`config.mk`:
```
export PLATFORM = sky130hd
export DESIGN_NAME = lru_handle_table
export DESIGN_NICKNAME = d
export VERILOG_FILES = /design/src/sv/lht_pkg.sv /design/src/sv/lht_cell.sv /design/src/sv/lru_handle_table.sv
export SDC_FILE = /design/constraint.sdc
export NUM_CORES = 2
export LEC_CHECK = 0
export CORE_MARGIN = 2
export CORE_UTILIZATION = 55
export CTS_CLUSTER_DIAMETER = 60
export DETAILED_ROUTE_END_ITERATION = 8
export DONT_BUFFER_PORTS = 1
export GPL_TIMING_DRIVEN = 0
export PLACE_DENSITY = 0.79
export SYNTH_ARGS = -nofsm -noshare
export SYNTH_HDL_FRONTEND = slang
export SYNTH_HIERARCHICAL = 1
export SYNTH_SLANG_ARGS = --single-unit
```
`constraint.sdc`:
```
create_clock -name i_clk -period 9.1 [get_ports i_clk]
set_input_delay 1.82 -clock i_clk [delete_from_list [all_inputs] [get_ports i_clk]]
set_output_delay 1.82 -clock i_clk [all_outputs]
set_load 0.05 [all_outputs]
```
`src/sv/lht_pkg.sv`:
```
// types, constants and helper functions for the lru handle table
// no dependencies; used by every module of the block
package lht_pkg;

    localparam int ENTRIES    = 7;
    localparam int KEY_WIDTH  = 32;
    localparam int IDX_W      = $clog2(ENTRIES);
    localparam int TIME_W     = 32;
    localparam int HANDLE_W   = 16;
    localparam int IN_KEY_W   = 32;
    localparam int SLOT_W     = 3;

    typedef struct packed {
        logic [IN_KEY_W-1:0] key;
        logic [HANDLE_W-1:0] new_handle;
    } t_in;

    typedef struct packed {
        logic                hit;
        logic [SLOT_W-1:0]   slot;
        logic [HANDLE_W-1:0] handle;
        logic                evicted;
        logic [HANDLE_W-1:0] evicted_handle;
    } t_out;

    // search token carried along the chain of cells
    typedef struct packed {
        logic                found;
        logic [IDX_W-1:0]    found_idx;
        logic [HANDLE_W-1:0] found_handle;
        logic                free_ok;
        logic [IDX_W-1:0]    free_idx;
        logic                best_ok;
        logic [TIME_W-1:0]   best_time;
        logic [IDX_W-1:0]    best_idx;
        logic [HANDLE_W-1:0] best_handle;
    } t_scan;

    // write command broadcast to all cells
    typedef struct packed {
        logic                 en;
        logic [IDX_W-1:0]     idx;
        logic                 fill;
        logic [KEY_WIDTH-1:0] key;
        logic [HANDLE_W-1:0]  handle;
        logic [TIME_W-1:0]    stamp;
    } t_wr;

    function automatic logic [KEY_WIDTH-1:0] key_fit(input logic [IN_KEY_W-1:0] k);
        logic [KEY_WIDTH-1:0] r;
        for (int i = 0; i < KEY_WIDTH; i++) begin
            r[i] = (i < IN_KEY_W) ? k[i] : 1'b0;
        end
        return r;
    endfunction

    function automatic logic [SLOT_W-1:0] idx_to_slot(input logic [IDX_W-1:0] idx);
        logic [SLOT_W-1:0] r;
        for (int i = 0; i < SLOT_W; i++) begin
            r[i] = (i < IDX_W) ? idx[i] : 1'b0;
        end
        return r;
    endfunction

endpackage

```
`src/sv/lht_cell.sv`:
```
// one table entry: key, handle and time, plus one stage of the search chain
// depends on lht_pkg
module lht_cell (
    input  logic                          i_clk,
    input  logic                          i_rst_n,
    input  logic [lht_pkg::IDX_W-1:0]     i_idx,
    input  logic [lht_pkg::KEY_WIDTH-1:0] i_req_key,
    input  logic                          i_valid,
    input  lht_pkg::t_scan                i_scan,
    input  lht_pkg::t_wr                  i_wr,
    output logic                          o_valid,
    output lht_pkg::t_scan                o_scan
);

    logic [lht_pkg::KEY_WIDTH-1:0] r_key;
    logic [lht_pkg::HANDLE_W-1:0]  r_handle;
    logic [lht_pkg::TIME_W-1:0]    r_time;
    logic                          r_valid;
    lht_pkg::t_scan                r_scan;
    lht_pkg::t_scan                n_scan;
    logic                          w_sel;

    assign w_sel = i_wr.en && (i_wr.idx == i_idx);

    always_comb begin
        n_scan = i_scan;
        if (!i_scan.found && (r_key == i_req_key)) begin
            n_scan.found        = 1'b1;
            n_scan.found_idx    = i_idx;
            n_scan.found_handle = r_handle;
        end
        if ((r_key == '0) && !i_scan.free_ok) begin
            n_scan.free_ok  = 1'b1;
            n_scan.free_idx = i_idx;
        end
        if (!i_scan.best_ok || (r_time < i_scan.best_time)) begin
            n_scan.best_ok     = 1'b1;
            n_scan.best_time   = r_time;
            n_scan.best_idx    = i_idx;
            n_scan.best_handle = r_handle;
        end
    end

    always_ff @(posedge i_clk) begin
        if (!i_rst_n) begin
            r_valid <= 1'b0;
            r_key   <= '0;
            r_time  <= '0;
        end else begin
            r_valid <= i_valid;
            if (w_sel) begin
                r_time <= i_wr.stamp;
                if (i_wr.fill) begin
                    r_key <= i_wr.key;
                end
            end
        end
    end

    always_ff @(posedge i_clk) begin
        r_scan <= n_scan;
        if (w_sel && i_wr.fill) begin
            r_handle <= i_wr.handle;
        end
    end

    assign o_valid = r_valid;
    assign o_scan  = r_scan;

endmodule

```
`src/sv/lru_handle_table.sv`:
```
// lru handle table: a lookup passes the inject register, the chain of cells, the result
// register and the output register; a zero key goes from idle straight to the done state;
// a new lookup is taken only in idle; the search token walks the cells one entry per cycle
// reset clears all keys, times, the use counter and the output valid at once
// depends on lht_pkg and lht_cell
module lru_handle_table (
    input  logic          i_clk,
    input  logic          i_rst_n,
    input  logic          i_in_valid,
    output logic          o_in_stall,
    input  lht_pkg::t_in  i_in,
    output logic          o_out_valid,
    input  logic          i_out_stall,
    output lht_pkg::t_out o_out
);

    typedef enum logic [1:0] {
        S_IDLE,
        S_SCAN,
        S_DONE
    } t_state;

    t_state                        r_state;
    logic                          r_inject;
    logic [lht_pkg::TIME_W-1:0]    r_cnt;
    logic [lht_pkg::KEY_WIDTH-1:0] r_req_key;
    logic [lht_pkg::HANDLE_W-1:0]  r_new_handle;
    logic                          r_zero;
    lht_pkg::t_scan                r_res;
    logic                          r_out_valid;
    lht_pkg::t_out                 r_out;

    lht_pkg::t_out                 n_out;
    lht_pkg::t_wr                  w_wr;
    logic [lht_pkg::IDX_W-1:0]     w_fill_idx;
    logic [lht_pkg::KEY_WIDTH-1:0] w_key;
    logic                          w_out_free;

    logic                          w_valid [0:lht_pkg::ENTRIES];
    lht_pkg::t_scan                w_scan  [0:lht_pkg::ENTRIES];

    assign w_key      = lht_pkg::key_fit(i_in.key);
    assign w_out_free = !r_out_valid || !i_out_stall;
    assign w_fill_idx = r_res.free_ok ? r_res.free_idx : r_res.best_idx;

    assign w_valid[0] = r_inject;
    assign w_scan[0]  = '0;

    for (genvar g = 0; g < lht_pkg::ENTRIES; g++) begin : g_cell
        lht_cell u_cell (
            .i_clk     (i_clk),
            .i_rst_n   (i_rst_n),
            .i_idx     (lht_pkg::IDX_W'(g)),
            .i_req_key (r_req_key),
            .i_valid   (w_valid[g]),
            .i_scan    (w_scan[g]),
            .i_wr      (w_wr),
            .o_valid   (w_valid[g+1]),
            .o_scan    (w_scan[g+1])
        );
    end

    always_comb begin
        n_out = '0;
        if (!r_zero) begin
            if (r_res.found) begin
                n_out.hit    = 1'b1;
                n_out.slot   = lht_pkg::idx_to_slot(r_res.found_idx);
                n_out.handle = r_res.found_handle;
            end else begin
                n_out.slot   = lht_pkg::idx_to_slot(w_fill_idx);
                n_out.handle = r_new_handle;
                if (!r_res.free_ok) begin
                    n_out.evicted        = 1'b1;
                    n_out.evicted_handle = r_res.best_handle;
                end
            end
        end
    end

    always_comb begin
        w_wr.en     = (r_state == S_DONE) && w_out_free && !r_zero;
        w_wr.idx    = r_res.found ? r_res.found_idx : w_fill_idx;
        w_wr.fill   = !r_res.found;
        w_wr.key    = r_req_key;
        w_wr.handle = r_new_handle;
        w_wr.stamp  = r_cnt;
    end

    always_ff @(posedge i_clk) begin
        if (!i_rst_n) begin
            r_state     <= S_IDLE;
            r_inject    <= 1'b0;
            r_cnt       <= '0;
            r_out_valid <= 1'b0;
        end else begin
            r_inject    <= (r_state == S_IDLE) && i_in_valid && (w_key != '0);
            r_out_valid <= ((r_state == S_DONE) && w_out_free) ||
                           (r_out_valid && i_out_stall);
            unique case (r_state)
                S_IDLE: begin
                    if (i_in_valid) begin
                        r_cnt        <= r_cnt + 1'b1;
                        r_req_key    <= w_key;
                        r_new_handle <= i_in.new_handle;
                        r_zero       <= (w_key == '0);
                        if (w_key == '0) begin
                            r_state <= S_DONE;
                        end else begin
                            r_state <= S_SCAN;
                        end
                    end
                end
                S_SCAN: begin
                    if (w_valid[lht_pkg::ENTRIES]) begin
                        r_res   <= w_scan[lht_pkg::ENTRIES];
                        r_state <= S_DONE;
                    end
                end
                S_DONE: begin
                    if (w_out_free) begin
                        r_out   <= n_out;
                        r_state <= S_IDLE;
                    end
                end
                default: begin
                    r_state <= S_IDLE;
                end
            endcase
        end
    end

    assign o_in_stall  = (r_state != S_IDLE);
    assign o_out_valid = r_out_valid;
    assign o_out       = r_out;

endmodule

```
== Word level (Yosys, flattened, before mapping) ==
Cells that the tools add are included.

* Register bits: 1,227
* Input port bits: 52
* Word-level logic and storage cells: 241

* Add/subtract/negate cells: 1
* Magnitude comparators: 6
* Eq/ne operators: 18
* Muxes and demuxes: 24
* Bitwise gates (word level): 1
* Reduce and logical (&&, ||, !) cells: 85

{| class="wikitable"
|+ Operators with widths
! kind !! count
|-
| 32-bit zero test || 8
|-
| 51-bit 2-to-1 mux || 5
|-
| 32-bit == test || 7
|-
| 32-bit < comparator || 6
|-
| 16-bit 2-to-1 mux || 7
|-
| 32-bit by 1-bit adder with 32-bit output, second input constant || 1
|-
| 32-bit nonzero test || 1
|-
| 1-bit logical AND || 31
|-
| 1-bit zero test || 21
|-
| 20-bit 2-to-1 mux || 1
|-
| 19-bit 2-to-1 mux || 1
|-
| 17-bit 2-to-1 mux || 1
|-
| 2-bit AND reduction || 8
|-
| 3-bit AND reduction || 4
|-
| 3-bit == test, second input constant || 3
|-
| 2-bit 2-to-1 mux || 4
|-
| 1-bit logical OR || 7
|-
| 3-bit by 2-bit == test with 1-bit output, second input constant || 2
|-
| 3-bit 2-to-1 mux || 2
|-
| 2-bit case mux with 3 select lines || 1
|-
| 4-bit 2-to-1 mux || 1
|-
| 2-bit != test, second input constant || 2
|-
| 3-bit by 1-bit == test with 1-bit output, second input constant || 1
|-
| 3-bit zero test || 1
|-
| 9 further kinds || 9
|}

== Depth between registers and ports, before layout ==
* Word-level depth: 6
* Gate-level depth with buffers: 12

== Cells and area by module ==
Netlist, hierarchy kept.

{| class="wikitable"
|+ Modules (own cells, without submodules)
! module !! instances !! cells an instance !! area each (um2) !! seq. area each (um2)
|-
| lht_cell (g_cell[0].u_cell ...) || 6 || 589 || 6,591.3 || 3,303.2
|-
| lht_cell (g_cell[6].u_cell) || 1 || 593 || 6,588.8 || 3,303.2
|-
| lru_handle_table || 1 || 403 || 6,059.6 || 4,594.4
|}

== Worst setup path before layout ==
OpenSTA, ideal clock, no wires.

* Path type: input-to-reg
* From: input i_in_valid
* To: register r_new_handle[0] in the netlist's numbering, enable pin
* Arrival: 4.379 ns
* Required time: 8.644 ns
* Slack: 4.265 ns
* Stages: 3
* Path buffers: 1
* Path through: or3b_1 buf_2 nor2_1

* Cells in the longest elaborated chain, start to end: 1

{| class="wikitable"
|+ RTL lines
! element !! RTL line !! source
|-
| from (decl) || lru_handle_table.sv:9 || <nowiki>input logic i_in_valid,</nowiki>
|-
| 3-bit AND reduction (no source line) || - ||
|-
| to (signal assigned) || lru_handle_table.sv:105 || <nowiki>r_new_handle <= i_in.new_handle;</nowiki>
|-
| to (decl) || lru_handle_table.sv:27 || <nowiki>logic [lht_pkg::HANDLE_W-1:0] r_new_handle;</nowiki>
|}

Every way passes these cells.
A chain may end at the register's enable or synchronous reset.

==> run summary <==
CLOCK NETWORK
----------------------------------------------------------------------------------
Clock insertion delay at the later pin of the skew report ...........      0.73 ns
TritonCTS clock tree ................................................        built
TritonCTS Sinks .....................................................         1231
Buffers from clock root to sink, at most ............................            3
Number of levels in the clock H-tree ................................            3
Count of cells resized by post-cts repair ...........................            0
Count of hold buffers inserted by post-cts repair ...................            0
Setup Fix Bufs, Post-CTS ............................................            0
CTS buffer count ....................................................          120
Clk slew on worst S/H paths .........................................      0.06 ns
Clock tree root buffer cell ......................................... sky130_fd_sc_hd__clkbuf_16

CELLS AND AREA
----------------------------------------------------------------------------------
Share of final-layout standard cells stronger than drive strength 1 .        16.2%
Syn-to-layout area delta ............................................        13.1%
Final-layout fill cell count ........................................         6971
Post-Layout Cell Count ..............................................         6129
Number of nets in the final layout ..................................         5048

TIMING
----------------------------------------------------------------------------------
Setup_tns ...........................................................         0 ns
Max-slew headroom ...................................................        7.10%
Post-Route Hold Slack ...............................................     0.400 ns
Unrepaired setup endpoints after global routing .....................           no
Timing-limited maximum frequency ....................................      209 MHz
Pin slew with the least headroom to its limit .......................      1.38 ns
Final count of negative-setup-slack endpoints .......................            0
Final hold vios .....................................................            0
Clock skew after layout .............................................    0.0559 ns
Max-slew violation total from the final report ......................            0
Final critical delay including setup and external delays ............      4.79 ns
Final worst-path cycle share ........................................        52.6%

WORST SETUP PATH
----------------------------------------------------------------------------------
Required time reported for the critical path endpoint ...............      9.71 ns
Worst-path fanout max ...............................................           25
Crit. Startpoint .................................................... r_res[75]$_DFFE_PP_
Worst setup EP type .................................................         flop
Worst reg2reg startpoint ............................................ r_res[75]$_DFFE_PP_
CP Launch Type ......................................................         flop
Critical Setup Path Class ...........................................      reg2reg
Arrival @ worst endpoint ............................................      5.39 ns

ROUTE
----------------------------------------------------------------------------------
Routed vias/inst ....................................................         5.33
WL final ............................................................       118 mm
DR pass1 iterations .................................................            6
Via count of the routed design ......................................        32700
Residual DRC count ..................................................            0
Starting DRT DRC Count ..............................................         2012
Residual antenna-violating net count after detailed routing .........            0
Average routed wire per standard cell ...............................      19.2 um

PWR
----------------------------------------------------------------------------------
LEAKAGE .............................................................    0.0238 uW
Pwr/cell area .......................................................   196 nW/um2
Largest vdd supply drop .............................................     0.186 mV

LOGIC SYNTHESIS
----------------------------------------------------------------------------------
Avg Inst Size Synth .................................................     11.5 um2
Syn Inst Count ......................................................         4461
Synthesis Warnings ..................................................            6
Mapped Area .........................................................    51200 um2

FLOORPLANNING
----------------------------------------------------------------------------------
Top-level I/O count .................................................           91
Placement Rows ......................................................          111
Std-Cell Core Area ..................................................    91900 um2
Starting density of the core ........................................        55.6%
Horizontal die dimension ............................................       309 um
Die Outline Area ....................................................    95500 um2
Die Height ..........................................................       309 um

WORST HOLD PATH
----------------------------------------------------------------------------------
Class of the worst hold path ........................................      reg2reg
Worst Hold Launch ................................................... g_cell[6].u_cell/o_scan[74]$_DFF_P_

PLACEMENT
----------------------------------------------------------------------------------
Post-DP HPWL ........................................................      80.8 mm
Final Wtd Congestion ................................................        0.898
DP Cell Count .......................................................         5899
Total of buffers placed on input and output ports ...................            0

GRT
----------------------------------------------------------------------------------
Vias in the first global route ......................................        32600
Overall overflow remaining after global route .......................            0
Largest net degree at the start of global routing ...................           38
First-pass GRT wire length ..........................................       182 mm
Antenna violations before repair ....................................            5
Total Routing Usage GR ..............................................        24.4%

RUN
----------------------------------------------------------------------------------
Count of max-cap constraint violations ..............................            0

RUN STATUS
----------------------------------------------------------------------------------
Run status .......................................................... finished clean

-- cells in the final DEF (no fill, tap or decap), drive strengths merged, types with 15 or more instances in the layout --
cell type,n
clkinv,38
and4,19
edfxtp,241
or2,15
dfxtp,990
nor2b,228
a21oi,82
nand3,39
xnor2,137
inv,242
mux2i,244
ha,218
nor4,98
and2,34
clkbuf,290
o21ai,28
nand4,84
mux2,479
nand2,531
xor2,136
conb,201
or3,15
buf,55
nor2,94
a21boi,224
-- metrics by stage --
step | power (uW) | setup WS [ns] | util (%) | area (um2)
after floorplan | 6040 | 4.27 | - | 51900
after global placement | 6140 | 2.29 | 58.1 | 53400
after detailed placement | 6160 | 3.65 | 58.2 | 53500
after CTS | 11400 | 4.07 | 62.9 | 57800
after global routing | 11600 | 4.15 | 62.9 | 57800
final | 11300 | 4.31 | 62.9 | 57800
-- layer usage --
| metal | global-route usage, % | share of wire, % | vias up |
|---|---|---|---|
| met5 | 0 | 0.0076 | - |
| met4 | 7.95 | 3.2 | 2 |
| met3 | 3.71 | 5.4 | 237 |
| met2 | 40.4 | 47 | 855 |
| met1 | 32.8 | 45 | 15800 |
| li1 | - | - | 15800 |
-- worst max-delay path: stages (launching register included) --
cell and delay [ns]:
sky130_fd_sc_hd__edfxtp_1 0.33, sky130_fd_sc_hd__clkbuf_1 0.23, sky130_fd_sc_hd__clkbuf_1 0.56, sky130_fd_sc_hd__nand2_1 0.21, sky130_fd_sc_hd__o21ai_0 0.56, sky130_fd_sc_hd__xnor2_1 0.20, sky130_fd_sc_hd__nand4_1 0.90, sky130_fd_sc_hd__inv_1 0.24
sky130_fd_sc_hd__nand2_1 0.27, sky130_fd_sc_hd__inv_1 0.24, sky130_fd_sc_hd__buf_2 0.58, sky130_fd_sc_hd__nand2_1 0.11, sky130_fd_sc_hd__a21boi_0 0.20
-- where the power goes --
part           switching [uW]  total [uW]  internal, uW
Clock                    2170        5260          3090
Sequential               93.9        5740          5640
Combinational             155         315           160
Total                    2420       11300          8890
-- layout make-up --
| type | instances | area [um2] | area share (%) |
|---|---|---|---|
| Tap cell | 1243 | 1560 | 2.69 |
| Inverter | 239 | 897 | 1.55 |
| Multi-Input combinational cell | 3012 | 23200 | 40.0 |
| Clock inverter | 58 | 762 | 1.32 |
| Buffer | 172 | 806 | 1.39 |
| Clock buffer | 171 | 3560 | 6.16 |
| Timing Repair Buffer | 2 | 40.0 | 0.0692 |
| Antenna cell | 1 | 2.50 | 0.00433 |
| Sequential cell | 1231 | 27100 | 46.8 |
-- sequential cells by signal, summed over array words and instances, names as in the netlist --
signal / cells
g_cell.u_cell/o_scan: 499
g_cell.u_cell/o_valid: 7
g_cell.u_cell/r_handle: 112
g_cell.u_cell/r_key: 224
g_cell.u_cell/r_time: 224
o_out: 37
o_out_valid: 1
r_cnt: 32
r_inject: 1
r_new_handle: 16
r_req_key: 32
r_res: 43
r_state: 2
r_zero: 1
-- final timing paths --
kind | endpoint | slack (ns) | depth (start not counted)
worst max register to register | g_cell[2].u_cell/r_key[28]$_SDFFE_PN0P_ | 4.31 | 12
worst min-delay path | r_res[74]$_DFFE_PP_ | 0.40 | 0
worst min register to register | r_res[74]$_DFFE_PP_ | 0.40 | 0
worst max-delay path | g_cell[2].u_cell/r_key[28]$_SDFFE_PN0P_ | 4.31 | 12
No activity file was read; power rests on OpenSTA's default activity.
